==> src/design/amss_pkg.sv <==
package amss_pkg;

  localparam int unsigned PAIR_CHANNELS_DEF = 4;
  localparam int unsigned CHAN_W = 3;
  localparam int unsigned DATA_W = 24;
  localparam int unsigned SETTLE_W = 8;
  localparam logic [SETTLE_W-1:0] SETTLE_RST = 8'd8;
  localparam logic [SETTLE_W-1:0] SETTLE_MAX = 8'hff;
  localparam logic [CHAN_W-1:0] SCAN_LAST = 3'd7;

  typedef enum logic [1:0] {
    OP_SAMPLE   = 2'd0,
    OP_HOLD_ON  = 2'd1,
    OP_HOLD_OFF = 2'd2,
    OP_UNUSED   = 2'd3
  } op_t;

  typedef enum logic [1:0] {
    SEL_NONE    = 2'd0,
    SEL_CURRENT = 2'd1,
    SEL_VOLTAGE = 2'd2
  } sel_t;

  typedef enum logic [1:0] {
    KIND_CURRENT = 2'd0,
    KIND_VOLTAGE = 2'd1,
    KIND_BUILTIN = 2'd2
  } kind_t;

  typedef enum logic [8:0] {
    PH_IDLE   = 9'b000000001,
    PH_OPEN   = 9'b000000010,
    PH_SETTLE = 9'b000000100,
    PH_TRIG_I = 9'b000001000,
    PH_READ_I = 9'b000010000,
    PH_TRIG_V = 9'b000100000,
    PH_READ_V = 9'b001000000,
    PH_CLOSE  = 9'b010000000,
    PH_HOLD   = 9'b100000000
  } phase_t;

  typedef struct packed {
    logic [1:0]        op;
    logic [CHAN_W-1:0] ir_channel;
    logic [DATA_W-1:0] adc_data;
  } in_word_t;

  typedef struct packed {
    logic              mux_open;
    logic              mux_reset;
    logic [CHAN_W-1:0] mux_channel;
    logic              start_convert;
    logic [1:0]        trigger_select;
    logic [1:0]        read_select;
    logic              store_valid;
    logic [1:0]        store_kind;
    logic [1:0]        store_channel;
    logic [DATA_W-1:0] store_value;
  } out_word_t;

endpackage

==> src/design/adc_mux_scan_sequencer_core.sv <==
// path: an accepted input word goes to the input register, and its result word goes to the
// result register and on out_; throughput: one word per cycle while out_stall is low, set by
// the single-pass phase logic between the input register and the result register
// reset: synchronous active-low rst_n; phase idle, channels and counters zero,
// settle_ticks back to 8
module adc_mux_scan_sequencer_core
  import amss_pkg::*;
#(
  parameter int unsigned PAIR_CHANNELS = PAIR_CHANNELS_DEF
) (
  input  logic                clk,
  input  logic                rst_n,
  input  logic                in_valid,
  output logic                in_stall,
  input  in_word_t            in_word,
  output logic                out_valid,
  input  logic                out_stall,
  output out_word_t           out_word,
  input  logic                cfg_valid,
  output logic                cfg_ready,
  input  logic [SETTLE_W-1:0] cfg_data
);

  logic      adv;
  logic      item_valid;
  in_word_t  item_word;
  out_word_t res;

  assign cfg_ready = 1'b1;

  amss_in_reg u_in_reg (
    .clk      (clk),
    .rst_n    (rst_n),
    .in_valid (in_valid),
    .in_word  (in_word),
    .in_stall (in_stall),
    .adv      (adv),
    .valid_r  (item_valid),
    .word_r   (item_word)
  );

  amss_seq #(
    .PAIR_CHANNELS (PAIR_CHANNELS)
  ) u_seq (
    .clk       (clk),
    .rst_n     (rst_n),
    .cfg_valid (cfg_valid && cfg_ready),
    .cfg_data  (cfg_data),
    .fire      (adv),
    .word      (item_word),
    .res       (res)
  );

  amss_out_reg u_out_reg (
    .clk       (clk),
    .rst_n     (rst_n),
    .src_valid (item_valid),
    .src_word  (res),
    .adv       (adv),
    .out_valid (out_valid),
    .out_stall (out_stall),
    .out_word  (out_word)
  );

endmodule

==> src/design/amss_in_reg.sv <==
module amss_in_reg
  import amss_pkg::*;
(
  input  logic     clk,
  input  logic     rst_n,
  input  logic     in_valid,
  input  in_word_t in_word,
  output logic     in_stall,
  input  logic     adv,
  output logic     valid_r,
  output in_word_t word_r
);

  assign in_stall = valid_r && !adv;

  always_ff @(posedge clk) begin
    if (!rst_n) begin
      valid_r <= 1'b0;
    end else if (!in_stall) begin
      valid_r <= in_valid;
    end
  end

  always_ff @(posedge clk) begin
    if (in_valid && !in_stall) begin
      word_r <= in_word;
    end
  end

endmodule

==> src/design/amss_seq.sv <==
module amss_seq
  import amss_pkg::*;
#(
  parameter int unsigned PAIR_CHANNELS = PAIR_CHANNELS_DEF
) (
  input  logic                clk,
  input  logic                rst_n,
  input  logic                cfg_valid,
  input  logic [SETTLE_W-1:0] cfg_data,
  input  logic                fire,
  input  in_word_t            word,
  output out_word_t           res
);

  phase_t              phase_r, phase_nxt;
  logic [SETTLE_W-1:0] settle_ticks_r;
  logic [SETTLE_W-1:0] settle_count_r, settle_count_nxt;
  logic [CHAN_W-1:0]   scan_channel_r, scan_channel_nxt;
  logic [CHAN_W-1:0]   hold_channel_r, hold_channel_nxt;
  logic [CHAN_W-1:0]   saved_channel_r, saved_channel_nxt;
  logic                hold_request_r, hold_request_nxt;
  logic [SETTLE_W-1:0] settle_inc;
  logic                is_pair;
  logic [1:0]          builtin_ch;

  assign is_pair    = {2'b00, scan_channel_r} < 5'(PAIR_CHANNELS);
  assign builtin_ch = scan_channel_r[1:0] - 2'(PAIR_CHANNELS);
  assign settle_inc = (settle_count_r < SETTLE_MAX) ? settle_count_r + 8'd1 : settle_count_r;

  always_comb begin
    phase_nxt         = phase_r;
    settle_count_nxt  = settle_count_r;
    scan_channel_nxt  = scan_channel_r;
    hold_channel_nxt  = hold_channel_r;
    saved_channel_nxt = saved_channel_r;
    hold_request_nxt  = hold_request_r;
    res               = '0;
    case (op_t'(word.op))
      OP_HOLD_ON: begin
        saved_channel_nxt = scan_channel_r;
        hold_channel_nxt  = word.ir_channel;
        hold_request_nxt  = 1'b1;
      end
      OP_HOLD_OFF: begin
        scan_channel_nxt = saved_channel_r;
        hold_request_nxt = 1'b0;
        phase_nxt        = PH_IDLE;
      end
      OP_SAMPLE: begin
        case (phase_r)
          PH_IDLE: begin
            phase_nxt        = PH_OPEN;
            settle_count_nxt = '0;
            scan_channel_nxt = '0;
          end
          PH_OPEN: begin
            res.mux_open     = 1'b1;
            settle_count_nxt = '0;
            if (hold_request_r) begin
              res.mux_reset    = 1'b1;
              scan_channel_nxt = hold_channel_r;
              phase_nxt        = PH_HOLD;
            end else begin
              phase_nxt = PH_SETTLE;
            end
            res.mux_channel = scan_channel_nxt;
          end
          PH_SETTLE: begin
            settle_count_nxt = settle_inc;
            if (settle_inc >= settle_ticks_r) begin
              res.start_convert = 1'b1;
              phase_nxt         = PH_TRIG_I;
              settle_count_nxt  = '0;
            end
          end
          PH_TRIG_I: begin
            res.trigger_select = SEL_CURRENT;
            phase_nxt          = PH_READ_I;
          end
          PH_READ_I: begin
            res.read_select = SEL_CURRENT;
            if (is_pair) begin
              res.store_valid   = 1'b1;
              res.store_kind    = KIND_CURRENT;
              res.store_channel = scan_channel_r[1:0];
              res.store_value   = word.adc_data;
            end
            phase_nxt = PH_TRIG_V;
          end
          PH_TRIG_V: begin
            res.trigger_select = SEL_VOLTAGE;
            phase_nxt          = PH_READ_V;
          end
          PH_READ_V: begin
            res.read_select = SEL_VOLTAGE;
            res.store_valid = 1'b1;
            res.store_value = word.adc_data;
            if (is_pair) begin
              res.store_kind    = KIND_VOLTAGE;
              res.store_channel = scan_channel_r[1:0];
            end else begin
              res.store_kind    = KIND_BUILTIN;
              res.store_channel = builtin_ch;
            end
            phase_nxt = PH_CLOSE;
          end
          PH_CLOSE: begin
            if (!hold_request_r) begin
              scan_channel_nxt = (scan_channel_r == SCAN_LAST) ? '0 : scan_channel_r + 3'd1;
            end
            phase_nxt = PH_OPEN;
          end
          PH_HOLD: begin
          end
          default: begin
            phase_nxt = PH_IDLE;
          end
        endcase
      end
      default: begin
      end
    endcase
  end

  always_ff @(posedge clk) begin
    if (!rst_n) begin
      settle_ticks_r <= SETTLE_RST;
    end else if (cfg_valid) begin
      settle_ticks_r <= cfg_data;
    end
  end

  always_ff @(posedge clk) begin
    if (!rst_n) begin
      phase_r         <= PH_IDLE;
      settle_count_r  <= '0;
      scan_channel_r  <= '0;
      hold_channel_r  <= '0;
      saved_channel_r <= '0;
      hold_request_r  <= 1'b0;
    end else if (fire) begin
      phase_r         <= phase_nxt;
      settle_count_r  <= settle_count_nxt;
      scan_channel_r  <= scan_channel_nxt;
      hold_channel_r  <= hold_channel_nxt;
      saved_channel_r <= saved_channel_nxt;
      hold_request_r  <= hold_request_nxt;
    end
  end

endmodule

==> src/design/amss_out_reg.sv <==
module amss_out_reg
  import amss_pkg::*;
(
  input  logic      clk,
  input  logic      rst_n,
  input  logic      src_valid,
  input  out_word_t src_word,
  output logic      adv,
  output logic      out_valid,
  input  logic      out_stall,
  output out_word_t out_word
);

  logic      valid_r;
  out_word_t word_r;

  assign adv       = src_valid && (!valid_r || !out_stall);
  assign out_valid = valid_r;
  assign out_word  = word_r;

  always_ff @(posedge clk) begin
    if (!rst_n) begin
      valid_r <= 1'b0;
    end else if (adv) begin
      valid_r <= 1'b1;
    end else if (!out_stall) begin
      valid_r <= 1'b0;
    end
  end

  always_ff @(posedge clk) begin
    if (adv) begin
      word_r <= src_word;
    end
  end

endmodule
==> config.mk <==
export PLATFORM = sky130hd
export DESIGN_NAME = adc_mux_scan_sequencer_core
export DESIGN_NICKNAME = d
export VERILOG_FILES = /design/src/design/amss_pkg.sv /design/src/design/adc_mux_scan_sequencer_core.sv /design/src/design/amss_in_reg.sv /design/src/design/amss_seq.sv /design/src/design/amss_out_reg.sv
export SDC_FILE = /design/constraint.sdc
export NUM_CORES = 1
export LEC_CHECK = 0
export ABC_AREA = 1
export BUFFER_PORTS_ARGS = -buffer_cell sky130_fd_sc_hd__buf_4
export CORE_MARGIN = 3
export CORE_UTILIZATION = 30
export DETAILED_ROUTE_END_ITERATION = 7
export GPL_TIMING_DRIVEN = 0
export PLACE_DENSITY = 0.58
export SLEW_MARGIN = 20
export SYNTH_ARGS = -nofsm -noshare
export SYNTH_HDL_FRONTEND = slang
export SYNTH_HIERARCHICAL = 1
export SYNTH_SLANG_ARGS = --single-unit
==> constraint.sdc <==
create_clock -name clk -period 12.5 [get_ports clk]
set_input_delay 0.625 -clock clk [delete_from_list [all_inputs] [get_ports clk]]
set_output_delay 0.625 -clock clk [all_outputs]
set_load 0.01 [all_outputs]
======== Yosys cells after proc, flatten, opt, wreduce, memory -nomap -nowiden ========
Index checks and enable logic that the tools add are counted.
operators by class
  muxes and demuxes ....................... 22
  $lt $le $gt $ge ......................... 3
  add/sub/neg operators ................... 2
  reduce and logical (&&, ||, !) cells .... 21
  equality and inequality tests ........... 17
operator list
  operator               number
  $pmux W9 S8            1
  $pmux W31 S2           1
  $mux W29               1
  $mux W9                2
  $pmux W9 S2            1
  $mux W8                2
  $pmux W8 S2            1
  $eq A9 B1 Y1 const B   1
  $eq A9 B2 Y1 const B   1
  $eq A9 B3 Y1 const B   1
  $eq A9 B4 Y1 const B   1
  $eq A9 B5 Y1 const B   1
  $eq A9 B6 Y1 const B   1
  $eq A9 B7 Y1 const B   1
  $eq A9 B8 Y1 const B   1
  $eq A9 B9 Y1 const B   1
  $mux W3                3
  $pmux W3 S3            1
  $add A8 B1 Y8 const B  1
  $ge A8 B8 Y1           1
  $lt A8 B8 Y1 const B   1
  $reduce_and A2 Y1      4
  $reduce_and A4 Y1      2
  $pmux W3 S2            1
  other kinds (22)       33
storage, ports and cells
  output and inout bits ................... 42
  input port bits ......................... 42
  register bits ........................... 105
  word-level logic and storage cells ...... 87

======== Logic depth before layout (Yosys ltp) ========
Gate-level depths: netlist (run 1).
  word-level depth ........................ 7
  mapped depth ............................ 18
  depth with buffers taken out ............ 18

======== By module ========
Netlist (run 1), hierarchy kept.
by module, submodules not included
  module                       seq. area each (µm²)  area each (µm²)  cells an instance  times used
  amss_seq                     700.7                 2721.4           403                1
  amss_out_reg                 1191.1                1216.2           45                 1
  amss_in_reg                  890.9                 920.9            37                 1
  adc_mux_scan_sequencer_core  0.0                   11.3             2                  1

======== Worst setup path before layout (run 1) ========
Ideal clock, no wire load.
  path kind ............................... input port to flip-flop
  start ................................... in out_stall
  end ..................................... reg u_in_reg/word_r[0] in the netlist's numbering (enable)
  cell stages on the path ................. 5
  setup time .............................. 415 ps
  path slack .............................. 7614 ps
  buffers on the path ..................... 0
  required time ........................... 12085 ps
  arrival time ............................ 4471 ps
  cells stage by stage .................... a21oi_1 -> inv_1 -> nand2_2 -> inv_2 -> nor2_1
on the way
  cells in the longest elaborated chain, start to end .. 7
ends and longest elaborated chain
  element                 RTL line                           source
  start: declaration      adc_mux_scan_sequencer_core.sv:17  input logic out_stall,
  $logic_not A1 Y1        amss_out_reg.sv:17                 assign adv = src_valid && (!valid_r || !out_stall);
  $logic_or A1 B1 Y1      amss_out_reg.sv:17
  $logic_and A1 B1 Y1     amss_out_reg.sv:17
  $logic_not A1 Y1        amss_in_reg.sv:14                  assign in_stall = valid_r && !adv;
  $logic_and A1 B1 Y1     amss_in_reg.sv:14
  named net in_stall      adc_mux_scan_sequencer_core.sv:14  output logic in_stall,
  $logic_not A1 Y1        --
  $logic_and A1 B1 Y1     amss_in_reg.sv:25                  if (in_valid && !in_stall) begin
  end signal: assignment  amss_in_reg.sv:26                  word_r <= in_word;
  end: declaration        amss_in_reg.sv:11                  output in_word_t word_r
The timed path passes the listed nets, and every way through them passes these cells.
A chain may end at the register's enable or synchronous reset.

======== Worst setup path after layout (run 1) ========
  start ................................... reg u_seq.settle_count_r[0]
  end ..................................... reg u_seq.settle_count_r[7]
on the way
  cells in the longest elaborated chain, start to end .. 5
  elaborated cells between the ends (all ways) .. 6
  those cells by class .................... 1 x add/sub; 2 x order compare; 3 x mux
ends and longest elaborated chain
  element                                               RTL line         source
  start: declaration                                    amss_seq.sv:17   logic [SETTLE_W-1:0] settle_count_r, settle_count_nxt;
  start signal: assignment                              amss_seq.sv:143  settle_count_r <= settle_count_nxt;
  $add A8 B1 Y8 / $lt A8 B8 Y1 (equally long branches)  amss_seq.sv:28   assign settle_inc = (settle_count_r < SETTLE_MAX) ? settle_count_r + 8'd1 : settle_count_r;
  $mux W8 (*)                                           amss_seq.sv:28
  $ge A8 B8 Y1                                          amss_seq.sv:70   if (settle_inc >= settle_ticks_r) begin
  $mux W8 (*)                                           amss_seq.sv:70
  $pmux W8 S2 (*)                                       amss_seq.sv:50   case (phase_r)
Mark *: on every way between the ends. The rest lies on a longest branch, timed or not.

==> results of run 1 <==
==> cell families (layout without fill, tap and decap cells) <==
logic type	after synthesis	in the layout	share of synthesized area, %
adders and majority gates	14	14	3.60
other	1	1	0.0770
and+or+nand+nor	216	216	24.2
buffers and inverters	92	193	8.02
DFF	105	105	57.1
AOI/OAI and AO/OA	55	55	6.30
xor gates and xnor gates	4	4	0.719
==> metal layers <==
metal  up-vias  share of wire, %
met1      1621                46
met5         -                 0
met2       116                46
met3        12               7.1
met4         0               1.2
li1       1777                 -
==> flip-flops by register name, indices dropped and copies added (netlist names) <==
signal and count:
u_out_reg/out_valid 1, u_seq/phase_r 9, u_in_reg/word_r 29, u_seq/hold_request_r 1, u_in_reg/valid_r 1, u_seq/hold_channel_r 3
u_out_reg/out_word 39, u_seq/settle_count_r 8, u_seq/saved_channel_r 3, u_seq/settle_ticks_r 8, u_seq/scan_channel_r 3
==> synth_stat cells (2+ instances only) <==
master / instances
nor3_1: 5
nand2_1: 72
o21ai_0: 18
clkbuf_1: 3
inv_1: 70
buf_12: 2
dfxtp_1: 37
nand2_4: 2
nand3_4: 2
nand3_1: 41
nor2_4: 25
inv_2: 8
nand2_2: 3
inv_4: 2
edfxtp_1: 68
a21oi_1: 29
buf_2: 3
nor2_2: 8
a21oi_2: 3
ha_1: 14
nor2_1: 49
xor2_1: 4
nand3_2: 6
clkinv_1: 2
==> power by group <==
group | switching, mW | leakage [nW] | internal [mW]
Sequential | 0.00818 | 0.956 | 0.388
Combinational | 0.0472 | 1.50 | 0.0339
Clock | 0.123 | 0.153 | 0.176
==> worst max-delay path: stages, from the launching register on <==
cell and delay (ns):
dfxtp_1 0.39, ha_1 0.20, nand3_1 0.12, inv_1 0.11, nand2_2 0.13, xor2_1 0.20
inv_1 0.06, ha_1 0.27, nand2_1 0.04, nand3_1 0.07, nand2_1 0.05, nand2_1 0.07
nand2_1 0.10, nand2_1 0.10, clkinv_1 0.24, nand3_1 0.17, a21oi_1 0.07
==> final cells by class <==
type	count	area (um2)
buffer	10	77.6
clock buffer	9	225
clock inverter	7	93.8
fill	1564	9380
inverter	82	313
multi-input combinational	290	1720
sequential	105	2780
tap	211	264
timing repair buffer	85	686
==> worst max path at each step <==
stage / startpoint / to / cells past startpoint / slack, ns
2_1_floorplan: out_stall / u_in_reg/word_r[0] / 5 / 7.61
3_3_place_gp: out_stall / u_in_reg/word_r[16] / 6 / 5.87
3_5_place_dp: u_seq/settle_count_r[0] / u_out_reg/out_word[33] / 15 / 9.97
4_1_cts: u_seq/settle_count_r[0] / u_out_reg/out_word[33] / 15 / 9.94
5_1_grt: u_seq/settle_count_r[0] / u_seq/settle_count_r[7] / 16 / 9.63
6_report: u_seq/settle_count_r[0] / u_seq/settle_count_r[7] / 16 / 9.96
==> metrics by stage <==
stage / worst slack, ns / instances / util, % / hold WS [ns]
after detailed placement: 9.97 / 783 / 37.6 / 0.457
after global routing: 9.63 / 799 / 39.6 / 0.435
final: 9.96 / 799 / 39.6 / 0.455
after floorplan: 7.61 / 487 / - / 0.435
after global placement: 5.87 / 780 / 37.0 / 0.458
after CTS: 9.94 / 799 / 39.6 / 0.443
==> results.toml, run 1 <==
[run_status]
status = "completed"

[cells_and_area]
area_growth_pct = 26.4
final_common_cell = "buf_4"
diodes = 0
nets = 639
final_cell_mix = "buf_4, nand2_1, inv_1, edfxtp_1, nor2_1"
fin_area_mm2 = 0.00616
drive_above_1_share_pct = 28.7

[timing]
tns_ns = 0
maxSlewHeadroom_pct = 64.5
fmax_mhz = 394
rsz0062_at_grt = "no"
slew_viol_final = 0
final_hold_viol_count = 0
min_period_over_period_pct = 20.3
tightestPinTransition_ns = 0.533
fin_skew_ns = 0.00836
fin_crit_ns = 2.54
setup_violations = 0

[routing]
route.vias.total = 3526
first_iter_violations = 215
routed_via_density = 4.41
drt-wirelength-per-cell_um = 12.4
ant_nets = 0
dr.pass1.iters = 5
drc = 0
wl_um = 9890

[logic_synthesis]
synth_area_leader_cell = "edfxtp_1"
synthDistinctLibCells = 35
synth_seq_cells = 105
synth_area_leaders = "edfxtp_1, dfxtp_1, nor2_4"
synth_nets = 543
synth_top_area_share_pct = 41.9
synth_area_mm2 = 0.00487
synth_warnings = 6
synthArstFlopShare_pct = 0
dominantRegCellSynth = "edfxtp_1"
synth_edf_count = 68
synth-seq-area-share_pct = 57.1
synth_area_per_cell_um2 = 10.0
syn_inst = 487

[die]
die_y_um = 133
fp.coreArea_mm2 = 0.0155
pin_count = 84
die_area_mm2 = 0.0178
chipWidth_um = 133
num_rows = 45
start_util_pct = 31.3

[clock_tree]
clk_pin_slew_ns = 0.07
cts_buffers = 9
cts_buffer_depth = 2
cts_tree = "built"
cts-resized-gates = 0
clk-insertion-delay-late_ns = 0.34
htree_levels = 3
cts_sinks = 105
root_buffer = "clkbuf_16"
cts_setup_buffers = 0
postCtsHoldBufs = 0

[setup_path]
worst-path-max-fanout = 9
r2r_end = "u_seq/settle_count_r[7]"
r2r_setup_slack_ns = 9.96
cp.arrival_ns = 2.74
worst_setup_path_end_kind = "flop"
path_class = "flop to flop"
rr_startpoint = "u_seq/settle_count_r[0]"
worstPathRequired_ns = 12.70
startpoint_type = "flop"
reg2reg_depth = 16

[global_routing]
grt.met3_usage_pct = 4.38
grtUsageTotal_pct = 11.3
met2_usage_pct = 18.1
grt_pass1_wl_um = 16500
antenna_found_initial = 0
grt_pass1_vias = 3437
gr-usage-met1_pct = 14.4
top_usage_layer = "met2"
grt_max_degree = 26
overflow = 0

[pwr]
peakVddDrop_uv = 81.2
power.total_uw = 776
powerDensity_mw_per_mm2 = 126
power_leakage_nw = 2.61

[place]
placed_area_mm2 = 0.00584
place_congestion = 0.831
portBuffers = 82
hpwl_um = 7460

[hold_path]
holdPathEnd = "u_in_reg/word_r[26]"
min_path_cells = 1
hp-class = "input port to flop"
worstHoldStart = "in_word[26]"

[flow_run]
drv_cap = 0
Power figures use the tool's default switching activity.
==> run 2: changes to the inputs <==
- PLACE_DENSITY: 0.58 -> 0.6
- clock period: 12.5 -> 2.2 ns (I/O delays scaled with it)
==> run 2 against run 1 <==
  * The flow now finishes with violations (setup timing)
  * Utilization rose by 3.8 points
  * Clock power rose to 6.2 times the previous value
  * Flip-flop and latch count unchanged
  * Clock skew grew 0.0032 ns
  * Critical path type unchanged
  * Largest cell class unchanged
  * Largest power group unchanged
==> results.toml, run 2 (synthesis results as in run 1) <==
[cells_and_area]
drive_above_1_share_pct = 33.8
final_common_cell = "buf_4"
final_cell_mix = "buf_4, edfxtp_1, inv_1, nand2_1, nor2_1"
diodes = 0
utilization_pct = 43.4
nets = 685
largest_register_ff_count = 39
fin_cells = 845
area_growth_pct = 38.6

[run_status]
status = "complete, but fails checks"
violations = "setup timing"

[place]
hpwl_um = 7390
dp.cells = 782
portBuffers = 82
place_ws_ns = -0.339
place_congestion = 0.901

[routing]
dr.pass1.iters = 4
routed_via_density = 4.38
route.vias.total = 3697
drt-wirelength-per-cell_um = 12.6
first_iter_violations = 134
ant_nets = 0
drc = 0
wl_um = 10600

[die]
die_y_um = 133
num_rows = 45
pin_count = 84
die_area_mm2 = 0.0178
start_util_pct = 31.3
fp.coreArea_mm2 = 0.0155
chipWidth_um = 133

[timing]
setup_violations = 8
hold_slack_ns = 0.0395
final_hold_viol_count = 0
fin_skew_ns = 0.0116
slew_viol_final = 0
fmax_mhz = 447
rsz0062_at_grt = "yes"
fin_crit_ns = 2.24
min_period_over_period_pct = 102
fin_ws_ns = -0.0385
tightestPinTransition_ns = 0.839
maxSlewHeadroom_pct = 44.0

[pwr]
peakVddDrop_uv = 481
combPwrFrac_pct = 11.1
p_clk_share_pct = 40.0
p_seq_share_pct = 48.9
power.total_mw = 4.60
powerDensity_mw_per_mm2 = 682
p_sw_mw = 1.05
p_sw_share_pct = 22.9
intPower_mw = 3.55
power_leakage_nw = 2.89

[clock_tree]
cts_buffers = 9
clk_pin_slew_ns = 0.07
cts_buffer_depth = 2
clk-insertion-delay-late_ns = 0.35
root_buffer = "clkbuf_16"
cts_tree = "built"
cts_sinks = 105
htree_levels = 3

[hold_path]
hp-class = "input port to flop"
worstHoldStart = "rst_n"

[global_routing]
grt_pass1_vias = 3662
overflow = 0
grt_max_degree = 30
antenna_found_initial = 0
grt_pass1_wl_um = 17100
grtUsageTotal_pct = 11.9

[setup_path]
worst-path-max-fanout = 8
startpoint_type = "flop"
path_class = "flop to flop"
worstPathRequired_ns = 2.41
worst_setup_path_end_kind = "flop"
rr_startpoint = "u_seq/settle_count_r[3]"
crit_start = "u_seq/settle_count_r[3]"
cp.arrival_ns = 2.44

[flow_run]
drv_cap = 0
[run 2: cell count changes in the layout (fill, tap and decap cells not counted), moves of 3 or more]
cell,change
buf_4,+12
dfxtp_1,-10
dfxtp_2,+6
dfxtp_4,+4
dlygate4sd3_1,+33
inv_1,-3
nand2_1,-5
nand2_4,+3
nor2_1,-4
nor2_2,+4
[run 2: layout make-up]
class / instances / area, um2
Multi-Input combinational cell: 290 / 1830
Inverter: 82 / 323
Tap cell: 211 / 264
Buffer: 10 / 77.6
Clock inverter: 6 / 116
Timing Repair inverter: 1 / 5.00
Timing Repair Buffer: 130 / 1100
Fill cell: 1515 / 8790
Sequential cell: 105 / 2810
Clock buffer: 10 / 229
[run 2: worst paths after layout]
path | to | slack [ns] | depth (start not counted)
worst max-delay path | u_seq/phase_r[0] | -0.04 | 16
worst min-delay path | u_in_reg/valid_r | 0.04 | 3
worst max register to register | u_seq/phase_r[0] | -0.04 | 16
worst min register to register | u_seq/settle_ticks_r[6] | 0.48 | 2
[run 2: power by group through the flow]
stage | clock network [mW] | registers, mW | logic [mW]
floorplan | 0 | 2.31 | 0.243
global placement | 0 | 2.30 | 0.431
detailed placement | 0 | 2.30 | 0.457
CTS | 1.89 | 2.25 | 0.507
global route | 1.97 | 2.26 | 0.566
finish | 1.84 | 2.25 | 0.513
[run 2: per-stage QoR]
step | TNS (ns) | instance area, um2
after floorplan | -3.30 | 4890
final | -0.181 | 6750
after CTS | 0 | 6680
after global routing | -1.68 | 6750
after detailed placement | -4.75 | 5810
after global placement | -27.40 | 5770
[run 2: timing repair]
action	CTS	global route
hold endpoints to repair	31	0
pin swaps	6	12
cloned	0	1
setup endpoints to repair	18	24
resized for setup	28	17
hold buffers	33	0
setup buffers	11	2
[run 2: critical path, stage by stage, from the launching register on]
cell and delay, ns:
dfxtp_4 0.39, nand2_2 0.09, nor2_2 0.13, nand2_1 0.07
o21ai_0 0.14, nand2_1 0.07, nand2_1 0.09, ha_1 0.25
nand2_1 0.07, inv_1 0.04, nor2_1 0.11, o21a_2 0.22
nand3_4 0.13, nand2_4 0.11, inv_6 0.06, nand2_1 0.06
nand3_1 0.06
[run 2: metal layers]
layer,track usage [%],vias up,wire [um]
met1,13.8,1737,4500
met4,4.91,0,158
met2,20.9,77,5490
met5,0,-,0
met3,3.17,13,497
li1,-,1870,-
==> run 3: changes to the inputs <==
- ABC_AREA: 1 -> default
- CORE_UTILIZATION: 30 -> 50
- GPL_TIMING_DRIVEN: 0 -> 1
- PLACE_DENSITY: 0.6 -> 0.86
==> run 3 against run 2 <==
  * The run still ends with setup timing left
  * Global-route usage up 11 points
  * Flip-flop and latch count unchanged
  * Clock skew up 0.013 ns
  * Clock-buffer cell count down 1
  * Cell area down 4.4%
  * Sequential share of layout area up 1.7 points
  * Register-to-register slack worse by 0.48 ns
  * First-iteration DRC count up 140%
  * Worst hold slack better by 0.019 ns
  * Non-clock buffer count up 33
  * Critical path type unchanged
  * Highest routed layer unchanged
==> results.toml, run 3 <==
[run_status]
status = "complete, but fails checks"
violations = "setup timing"

[logic_synthesis]
syn_inst = 380
synth_warnings = 6
synth_area_mm2 = 0.00459
dominantRegCellSynth = "edfxtp_1"
synthDistinctLibCells = 56
synth_area_leaders = "edfxtp_1, dfxtp_1, and2_1"
synth_area_per_cell_um2 = 12.1
synth_seq_cells = 105
synth_edf_count = 68
synth-seq-area-share_pct = 60.6
synthArstFlopShare_pct = 0
synthTopCellsByCount = "edfxtp_1, dfxtp_1, and2_1, nor2_1, nand2_1"
synth_top_area_share_pct = 44.5
synth_area_leader_cell = "edfxtp_1"
synth_nets = 436
yosysMostFrequentCell = "edfxtp_1"

[die]
die_y_um = 102
chipWidth_um = 102
fp.coreArea_mm2 = 0.00881
die_area_mm2 = 0.0104
start_util_pct = 52.1
num_rows = 34
pin_count = 84

[setup_path]
r2r_end = "u_seq/phase_r[2]"
worst-path-max-fanout = 8
cp.arrival_ns = 2.99
startpoint_type = "flop"
crit_start = "u_seq/settle_count_r[5]"
worst_setup_path_end_kind = "flop"
slowest_delay_ns = 0.45
rr_startpoint = "u_seq/settle_count_r[5]"
path_class = "flop to flop"
worstPathRequired_ns = 2.47
r2r_setup_slack_ns = -0.52
cp_slowest_cell = "or3_4"
critPathMostFrequentCell = "nor2_2"
reg2reg_depth = 12
path_cells = "nand3_1, or3_4, nor2b_4, xor2_1, ha_2, nor2_2, nor3_2, a211oi_2, buf_4, nor2_2, buf_6, mux2i_1"

[cells_and_area]
utilization_pct = 73.2
area_growth_pct = 40.5
fillCellCount = 513
largest_register_ff_count = 39
final_cell_mix = "buf_4, edfxtp_1, dlygate4sd3_1, dfxtp_1, nand2_1"
final_common_cell = "buf_4"
fin_area_mm2 = 0.00645
diodes = 0
drive_above_1_share_pct = 39.1
nets = 601

[clock_tree]
cts_buffer_depth = 2
htree_levels = 3
clk_pin_slew_ns = 0.10
cts_buffers = 9
cts_tree = "built"
root_buffer = "clkbuf_8"
clk-insertion-delay-late_ns = 0.39
cts_sinks = 105

[place]
portBuffers = 82
place_congestion = 0.849
place_ws_ns = -0.470
hpwl_um = 6810
placed_area_mm2 = 0.00554

[timing]
rsz0062_at_grt = "yes"
final_hold_viol_count = 0
fin_ws_ns = -0.523
maxSlewHeadroom_pct = 59.7
hold_slack_ns = 0.0584
tightestPinTransition_ns = 0.602
slew_viol_final = 0
fmax_mhz = 367
fin_crit_ns = 2.72
setup_violations = 44
fin_skew_ns = 0.0242
min_period_over_period_pct = 124

[routing]
first_iter_violations = 316
dr.pass1.iters = 6
wl_um = 11900
drt-wirelength-per-cell_um = 18.1
route.vias.total = 3697
drc = 0
ant_nets = 0
routed_via_density = 5.62

[pwr]
peakVddDrop_uv = 600
power_leakage_nw = 2.61
power.total_mw = 3.81
powerDensity_mw_per_mm2 = 591

[global_routing]
grt_pass1_wl_um = 17800
overflow = 0
grt_pass1_vias = 3551
antenna_found_initial = 0
grt_max_degree = 30
grtUsageTotal_pct = 22.8

[flow_run]
drv_cap = 0

[hold_path]
hp-class = "input port to flop"
min_path_cells = 2
holdPathEnd = "u_seq/phase_r[0]"
worstHoldStart = "rst_n"
[run 3: cell count changes in the layout (fill, tap and decap cells not counted), sizes merged, moves of 7 or more]
cell | previous run | this run
nor2b | 0 | 7
a21oi | 33 | 18
mux2i | 0 | 11
a22o | 0 | 7
buf | 104 | 134
nor2 | 82 | 27
nand2 | 77 | 23
and2 | 0 | 30
inv | 81 | 23
nand3 | 49 | 18
[run 3: worst max-delay path, delay by kind of cell (launching register included)]
family          cells  cell delay [ns]
flops               1             0.38
fa+ha+maj           1             0.32
simple gates        6             1.00
xor+xnor            1             0.20
compound gates      1             0.27
mux                 1             0.11
buf+inv             2             0.33
[run 3: layout make-up]
class	count	area [um2]	area share, %
clock buffers	9	124	1.92
clock inverters	7	65.1	1.01
inverters	18	67.6	1.05
multi-input cells	238	1810	28.1
flip-flops and latches	105	2790	43.2
well taps	108	135	2.10
repair buffers	173	1460	22.6
[run 3: worst max path at each step]
stage | to | slack, ns | cells after the start
detailed placement | u_seq/phase_r[2] | -0.47 | 13
global placement | u_seq/phase_r[2] | -0.39 | 13
global route | u_seq/phase_r[2] | -0.58 | 12
finish | u_seq/phase_r[2] | -0.52 | 12
floorplan | u_seq/settle_count_r[1] | -0.48 | 13
CTS | u_seq/phase_r[2] | -0.38 | 13
[run 3: metrics by stage]
stage                     cells  setup TNS [ns]
after CTS                   655           -6.56
after detailed placement    586           -8.35
after global routing        658          -11.05
after floorplan             380           -6.37
final                       658           -8.91
after global placement      586           -6.12
[run 3: cell families after synthesis]
logic type / synth area share, %
buffers and inverters: 4.17
flip-flops: 60.6
multiplexers: 3.38
AND/OR/NAND/NOR: 17.1
other: 0.0817
XOR/XNOR: 1.15
AO/OA/AOI/OAI: 9.65
adder cells (fa/ha/maj): 3.82
[run 3: metal layers]
layer,vias to the layer above,wire length (um),track usage (%)
met5,-,0,0
li1,1703,-,-
met2,199,6200,39.8
met1,1749,4530,27.4
met4,0,428,8.28
met3,46,781,5.30
[run 3: what timing repair did]
action / 4_1_cts / 5_1_grt
pin swaps: 10 / 23
setup endpoints to repair: 44 / 47
hold endpoints to repair: 38 / 0
cloned: 2 / 1
hold buffers: 38 / 0
setup buffers: 13 / 3
gates resized for setup: 21 / 32
[run 3: power by group]
group	switching, mW	internal, mW
clock network	0.741	0.447
logic	0.196	0.209
registers	0.0379	2.18
total	0.975	2.84
